File: src/pbo_pkg.sv
package pbo_pkg;

  localparam int PHASE_BITS      = 24;
  localparam int SINE_DEPTH      = 1024;
  localparam int SINE_IDX_BITS   = $clog2(SINE_DEPTH);
  localparam int WAVE_W          = 2;
  localparam int INC_W           = 24;
  localparam int SAMPLE_W        = 18;
  localparam int CFG_IDX_W       = 4;
  localparam int CFG_DATA_W      = 24;
  localparam int DIV_STEPS       = 15;
  localparam int CNT_W           = $clog2(DIV_STEPS);
  localparam int MUL_W           = 33;
  localparam int SQ_W            = 20;
  localparam int ACC_W           = 32;
  localparam int Z_W             = 31;

  localparam logic [CFG_IDX_W-1:0] CFG_WAVEFORM  = CFG_IDX_W'(0);
  localparam logic [CFG_IDX_W-1:0] CFG_PHASE_INC = CFG_IDX_W'(1);

  localparam logic signed [ACC_W-1:0] SIN_C_INIT = 32'sd172272;
  localparam logic signed [ACC_W-1:0] SIN_COEF [4] = '{
    -32'sd5026992, 32'sd85569304, -32'sd693598343, 32'sd1686629713
  };

  typedef enum logic [1:0] {
    WAVE_SINE, WAVE_SAW, WAVE_SQUARE, WAVE_TRI
  } wave_t;

  typedef enum logic {
    KIND_TICK, KIND_RESTART
  } kind_t;

  typedef enum logic [3:0] {
    OP_NONE, OP_RESTART, OP_START, OP_SIN_ZZ, OP_SIN_Z2, OP_SIN_MUL, OP_SIN_ADD,
    OP_SIN_MULZ, OP_SIN_FIN, OP_BL_SETUP, OP_DIV_STEP, OP_BL_MUL, OP_BL_RES,
    OP_TRI_MUL, OP_TRI_ACC, OP_OUT
  } op_t;

  typedef enum logic [3:0] {
    ST_IDLE, ST_SIN_ZZ, ST_SIN_Z2, ST_SIN_MUL, ST_SIN_ADD, ST_SIN_MULZ,
    ST_SIN_FIN, ST_BL_SETUP, ST_BL_DIV, ST_BL_MUL, ST_BL_RES, ST_TRI_MUL,
    ST_TRI_ACC, ST_OUT
  } state_t;

  typedef struct packed {
    op_t        op;
    logic       pass;
    logic [1:0] coef_sel;
  } cmd_t;

  typedef struct packed {
    wave_t wave;
    logic  hit0;
    logic  hit1;
    logic  out_free;
  } status_t;

endpackage

File: src/pbo_ctrl.sv
module pbo_ctrl (
  input  logic            clk,
  input  logic            rst_n,
  input  logic            in_valid,
  output logic            in_ready,
  input  logic            in_kind,
  input  pbo_pkg::status_t sts,
  output pbo_pkg::cmd_t   cmd
);
  import pbo_pkg::*;

  state_t           state_r, state_nxt;
  logic [CNT_W-1:0] cnt_r, cnt_nxt;
  logic [1:0]       k_r, k_nxt;
  logic             pass_r, pass_nxt;
  logic             hit;

  always_ff @(posedge clk) begin
    if (!rst_n) begin
      state_r <= ST_IDLE;
      cnt_r   <= '0;
      k_r     <= '0;
      pass_r  <= 1'b0;
    end else begin
      state_r <= state_nxt;
      cnt_r   <= cnt_nxt;
      k_r     <= k_nxt;
      pass_r  <= pass_nxt;
    end
  end

  assign hit = pass_r ? sts.hit1 : sts.hit0;

  always_comb begin
    state_nxt    = state_r;
    cnt_nxt      = cnt_r;
    k_nxt        = k_r;
    pass_nxt     = pass_r;
    in_ready     = 1'b0;
    cmd.op       = OP_NONE;
    cmd.pass     = pass_r;
    cmd.coef_sel = k_r;
    case (state_r)
      ST_IDLE: begin
        in_ready = 1'b1;
        if (in_valid) begin
          if (in_kind == KIND_RESTART) begin
            cmd.op = OP_RESTART;
          end else begin
            cmd.op   = OP_START;
            pass_nxt = 1'b0;
            k_nxt    = '0;
            state_nxt = (sts.wave == WAVE_SINE) ? ST_SIN_ZZ : ST_BL_SETUP;
          end
        end
      end
      ST_SIN_ZZ: begin
        cmd.op    = OP_SIN_ZZ;
        state_nxt = ST_SIN_Z2;
      end
      ST_SIN_Z2: begin
        cmd.op    = OP_SIN_Z2;
        state_nxt = ST_SIN_MUL;
      end
      ST_SIN_MUL: begin
        cmd.op    = OP_SIN_MUL;
        state_nxt = ST_SIN_ADD;
      end
      ST_SIN_ADD: begin
        cmd.op = OP_SIN_ADD;
        k_nxt  = k_r + 2'd1;
        state_nxt = (k_r == 2'd3) ? ST_SIN_MULZ : ST_SIN_MUL;
      end
      ST_SIN_MULZ: begin
        cmd.op    = OP_SIN_MULZ;
        state_nxt = ST_SIN_FIN;
      end
      ST_SIN_FIN: begin
        cmd.op    = OP_SIN_FIN;
        state_nxt = ST_OUT;
      end
      ST_BL_SETUP: begin
        cmd.op = OP_BL_SETUP;
        cnt_nxt = '0;
        if (hit) begin
          state_nxt = ST_BL_DIV;
        end else if (!pass_r && (sts.wave == WAVE_SQUARE || sts.wave == WAVE_TRI)) begin
          pass_nxt  = 1'b1;
          state_nxt = ST_BL_SETUP;
        end else if (sts.wave == WAVE_TRI) begin
          state_nxt = ST_TRI_MUL;
        end else begin
          state_nxt = ST_OUT;
        end
      end
      ST_BL_DIV: begin
        cmd.op  = OP_DIV_STEP;
        cnt_nxt = cnt_r + CNT_W'(1);
        if (cnt_r == CNT_W'(DIV_STEPS - 1)) state_nxt = ST_BL_MUL;
      end
      ST_BL_MUL: begin
        cmd.op    = OP_BL_MUL;
        state_nxt = ST_BL_RES;
      end
      ST_BL_RES: begin
        cmd.op = OP_BL_RES;
        if (!pass_r && (sts.wave == WAVE_SQUARE || sts.wave == WAVE_TRI)) begin
          pass_nxt  = 1'b1;
          state_nxt = ST_BL_SETUP;
        end else if (sts.wave == WAVE_TRI) begin
          state_nxt = ST_TRI_MUL;
        end else begin
          state_nxt = ST_OUT;
        end
      end
      ST_TRI_MUL: begin
        cmd.op    = OP_TRI_MUL;
        state_nxt = ST_TRI_ACC;
      end
      ST_TRI_ACC: begin
        cmd.op    = OP_TRI_ACC;
        state_nxt = ST_OUT;
      end
      ST_OUT: begin
        if (sts.out_free) begin
          cmd.op    = OP_OUT;
          state_nxt = ST_IDLE;
        end
      end
      default: state_nxt = ST_IDLE;
    endcase
  end

endmodule

File: config.mk
export PLATFORM = sky130hd
export DESIGN_NAME = pbo_ctrl
export DESIGN_NICKNAME = d
export VERILOG_FILES = /design/src/pbo_pkg.sv /design/src/pbo_ctrl.sv
export SDC_FILE = /design/constraint.sdc
export NUM_CORES = 1
export LEC_CHECK = 0
export BUFFER_PORTS_ARGS = -buffer_cell sky130_fd_sc_hd__buf_2
export CORE_MARGIN = 2
export CORE_UTILIZATION = 34
export CTS_CLUSTER_DIAMETER = 30
export DETAILED_ROUTE_END_ITERATION = 8
export GPL_TIMING_DRIVEN = 0
export PLACE_DENSITY_LB_ADDON = 0.15
export REMOVE_ABC_BUFFERS = 1
export SYNTH_ARGS = -nofsm -noshare
export SYNTH_HDL_FRONTEND = slang
export SYNTH_SLANG_ARGS = --single-unit
File: constraint.sdc
create_clock -name clk -period 3.45 [get_ports clk]
set_clock_uncertainty 0.05 [all_clocks]
set_input_delay 0.1725 -clock clk [delete_from_list [all_inputs] [get_ports clk]]
set_output_delay 0.1725 -clock clk [all_outputs]
set_load 0.05 [all_outputs]
Word level (Yosys, flattened, before mapping)

Cells that the tools add are included.

Output and inout port bits: 8
Register bits after elaboration: 11
Logic and storage cells: 65
Bits of input ports: 9

Add/subtract/negate cells: 2
Equality and inequality tests: 22
Reductions and logical operators: 12
Mux-type cells: 25

Operator list:

| operator              | count |
|---|---|
| $pmux W4 S14          | 1 |
| $pmux W4 S13          | 1 |
| $eq A4 B4 Y1 const B  | 7 |
| $mux W4               | 7 |
| $eq A4 B3 Y1 const B  | 4 |
| $ne A2 B2 Y1 const B  | 5 |
| $mux W3               | 3 |
| $eq A4 B2 Y1 const B  | 2 |
| $mux W2               | 4 |
| $pmux W4 S2           | 1 |
| $reduce_and A4 Y1     | 2 |
| $eq A2 B2 Y1 const B  | 3 |
| $mux W1               | 6 |
| $add A4 B1 Y4 const B | 1 |
| $eq A4 B1 Y1 const B  | 1 |
| $logic_not A4 Y1      | 1 |
| $pmux W2 S2           | 1 |
| $reduce_bool A2 Y1    | 2 |
| $pmux W1 S3           | 1 |
| $reduce_and A3 Y1     | 1 |
| $reduce_bool A3 Y1    | 1 |
| $add A2 B1 Y2 const B | 1 |
| $logic_not A2 Y1      | 1 |
| $reduce_or A2 Y1      | 1 |
| 3 further kinds       | 3 |

Depth between registers and ports, before layout

Word-level depth: 6
Gate-level depth with buffers: 6
Mapped depth without buffers: 5

Worst setup path before layout

No wires, ideal clock.

Path type: reg-to-output
Start point: reg state_r[0]
End point: out cmd[4] (netlist bit)
Required time: 3.227 ns
Path slack: 1.236 ns
Cell stages (with the launch flop): 5
Arrival time: 1.992 ns
Path buffers: 2
Cell sequence: dfxtp_1 > buf_2 > buf_2 > nor3_1 > a211oi_1

RTL lines:

| element                | line           | RTL |
|---|---|---|
| start, declared        | pbo_ctrl.sv:12 | `state_t state_r, state_nxt;` |
| start signal, assigned | pbo_ctrl.sv:25 | `state_r <= state_nxt;` |
| end, declared          | pbo_ctrl.sv:8  | `output pbo_pkg::cmd_t cmd` |

==> flow_summary_export.csv <==
group,metric,value,unit
status,status,"finished clean",
clocking,cts_buffer_depth,2,
worst_setup_path,crit_type,"register to primary output",
clocking,cts.repair.resized,0,
layout,area_growth_syn_to_layout,10.28,%
logic_synthesis,syn-cell-area,900.9,um2
power,pwr-share-comb,0.526,
routing,dr.pass1.iters,4,
sta,max_slew_margin,0.4903,
sta,finalSetupViolCount,0,
routing,num_vias,857,
min_path,hold_path.class,"input pin to register",
clocking,clk_pin_slew_worst_paths,0.07,ns
routing,ant_nets,0,
worst_setup_path,reg2regPathDepth,4,
logic_synthesis,ys_seq_area_frac,0.2444,
layout,stdcell_count,154,
routing,avgRoutedWirePerCell,13.49,um
logic_synthesis,yosys_warnings,0,
min_path,min_path_cells,2,
clocking,cts_hold_buf,0,
clocking,post_cts_buffers,0,
global_routing,antenna_found_initial,0,
clocking,cts_buffers,3,
worst_setup_path,worst-path-max-fanout,22,
global_routing,grt_overflow,0,
sta,tightest_slew,0.7635,ns
floorplan,die_x,55.48,um
routing,wirelength,2.077,mm
layout,fillCellCount,272,
floorplan,core.rowCount,18,
layout,drive_gt1_frac,0.2097,
power,internal_power,311.0,uW
worst_setup_path,cp-start-kind,"register",
sta,tns,0,ns
logic_synthesis,yosysUniqueCellTypes,42,
worst_setup_path,critPathCaptureType,"primary output",
clocking,clock-sinks,11,
power,power.density,687.0,nW/um2
layout,final_common_cell,"buf_2",
worst_setup_path,crit_required,3.23,ns
power,pwr-share-seq,0.344,
layout,final_net_count,137,
sta,final.min_clock_period,2.115,ns
worst_setup_path,critPathArrivalTime,1.89,ns
power,cellLeakagePower,0.0003960,uW
logic_synthesis,syn-mean-instance-area,7.902,um2
layout,final_cell_mix,"16 x buf_2, 11 x dfxtp_1, 8 x a21oi_1",
global_routing,grt_usage,0.1395,
logic_synthesis,syn_inst,114,
run,maxCapViolations,0,
sta,fmax,472.7,MHz
global_routing,grt_pass1_vias,783,
placed_design,gp_congestion,0.8186,
power,ir_drop,0.0005217,V
clocking,htreeDepth,1,
layout,antenna-diode-count,0,
placed_design,dp_hpwl,1.438,mm
global_routing,grt_pass1_wl,3.484,mm
routing,vias_per_cell,5.565,
routing,first_iter_violations,15,
sta,whs,0.1863,ns
placed_design,dp.cells,150,
logic_synthesis,ys_ff_latch,11,
clocking,cts_tree,"built",
sta,drv_slew,0,
clocking,cts_root_buffer,"clkbuf_4",
floorplan,core-area,2500,um2
clocking,worst_skew_pair.late_latency,0.27,ns
sta,grt_setup_unrepaired,"no",
layout,post-route-cell-area,993.5,um2
sta,fin_crit_sh,0.6132,
floorplan,pin_count,17,
floorplan,start_util,0.3604,
sta,finalHoldViolations,0,
routing,drc,0,
layout,finish.utilization,0.3974,
placed_design,numPortBuffers,16,
global_routing,grt_max_degree,25,
placed_design,placed_area,967.2,um2
power,p_clk_frac,0.129,
power,p_sw,371.5,uW
power,p_sw_frac,0.5443,
floorplan,die_y,55.48,um
floorplan,die-area,3077,um2
[routing by layer]
layer  vias up  GRT usage  wire (um)
li1        444          -          -
met1       401     0.1888       1044
met2        10     0.2228        961
met3         2    0.03513         60
met4         0    0.03136         11
met5         -          0          0
[power groups by stage]
stage | Sequential [uW] | Clock (uW) | Combinational [uW]
3_3_place_gp | 236 | 0 | 356
3_5_place_dp | 235 | 0 | 358
4_1_cts | 233 | 93.6 | 359
2_1_floorplan | 227 | 0 | 273
5_1_grt | 245 | 103 | 387
6_report | 235 | 88.3 | 359
[final timing paths]
path / slack (ns) / from / endpoint
setup / recovery: 1.33 / state_r[0] / cmd[5]
hold / removal: 0.19 / rst_n / state_r[3]
setup reg to reg: 1.48 / state_r[3] / state_r[2]
hold reg to reg: 0.47 / k_r[0] / k_r[0]
[cell usage after synthesis, drive strengths merged]
cell,instances,area share
or4bb,1,0.012
and4b,1,0.011
nor2b,7,0.049
nor3b,1,0.0083
nand2b,1,0.0069
o311ai,1,0.0097
o211a,1,0.011
or4,1,0.012
buf,9,0.053
and3,4,0.028
nor4b,1,0.017
and2,3,0.021
nor2,8,0.036
a211oi,3,0.025
o21ai,8,0.049
nand2,7,0.029
nand4,1,0.0069
o21a,1,0.0083
inv,6,0.025
ha,3,0.042
clkbuf,1,0.0042
nor3,3,0.017
or4b,1,0.015
mux2i,2,0.022
nand3b,1,0.0083
o31a,1,0.0097
a31o,1,0.0097
a31oi,2,0.031
nand3,2,0.011
a21boi,1,0.0083
nand4b,1,0.0097
a32oi,4,0.039
a21oi,8,0.044
o31ai,3,0.025
o221a,2,0.025
dfxtp,11,0.24
o211ai,2,0.017
[state kept, by name, summed over array words and instances (netlist names)]
signal and flops:
state_r 4, pass_r 1, cnt_r 4, k_r 2
[per-stage QoR]
step	setup WS (ns)	power (uW)
3_3_place_gp	1.477	591.7
3_5_place_dp	1.501	593.1
6_report	1.335	682.5
5_1_grt	1.151	735.2
4_1_cts	1.330	685.3
2_1_floorplan	1.188	499.8
[cells by family (layout without fill, tap and decap cells)]
group / after synthesis / count (layout) / synth area share
AND/OR/NAND/NOR: 44 / 44 / 0.2986
AO/OA/AOI/OAI: 38 / 38 / 0.3111
buffers and inverters: 16 / 26 / 0.08194
flip-flops: 11 / 11 / 0.2444
adder cells (fa/ha/maj): 3 / 3 / 0.04167
multiplexers: 2 / 2 / 0.02222
[layout make-up]
type / count / area [um2] / area share
Multi-Input combinational cell: 87 / 606.8 / 0.6108
Timing Repair Buffer: 16 / 80.08 / 0.08060
Tap cell: 30 / 37.54 / 0.03778
Clock buffer: 4 / 26.28 / 0.02645
Inverter: 6 / 22.52 / 0.02267
Sequential cell: 11 / 220.2 / 0.2217
[worst max-delay path, stage by stage (launching register included)]
cell	delay, ns
dfxtp_1	0.78
nor2b_1	0.31
a21oi_1	0.10
nand2_1	0.09
o21ai_0	0.08
buf_2	0.25
No activity file was read; power rests on OpenSTA's default activity.
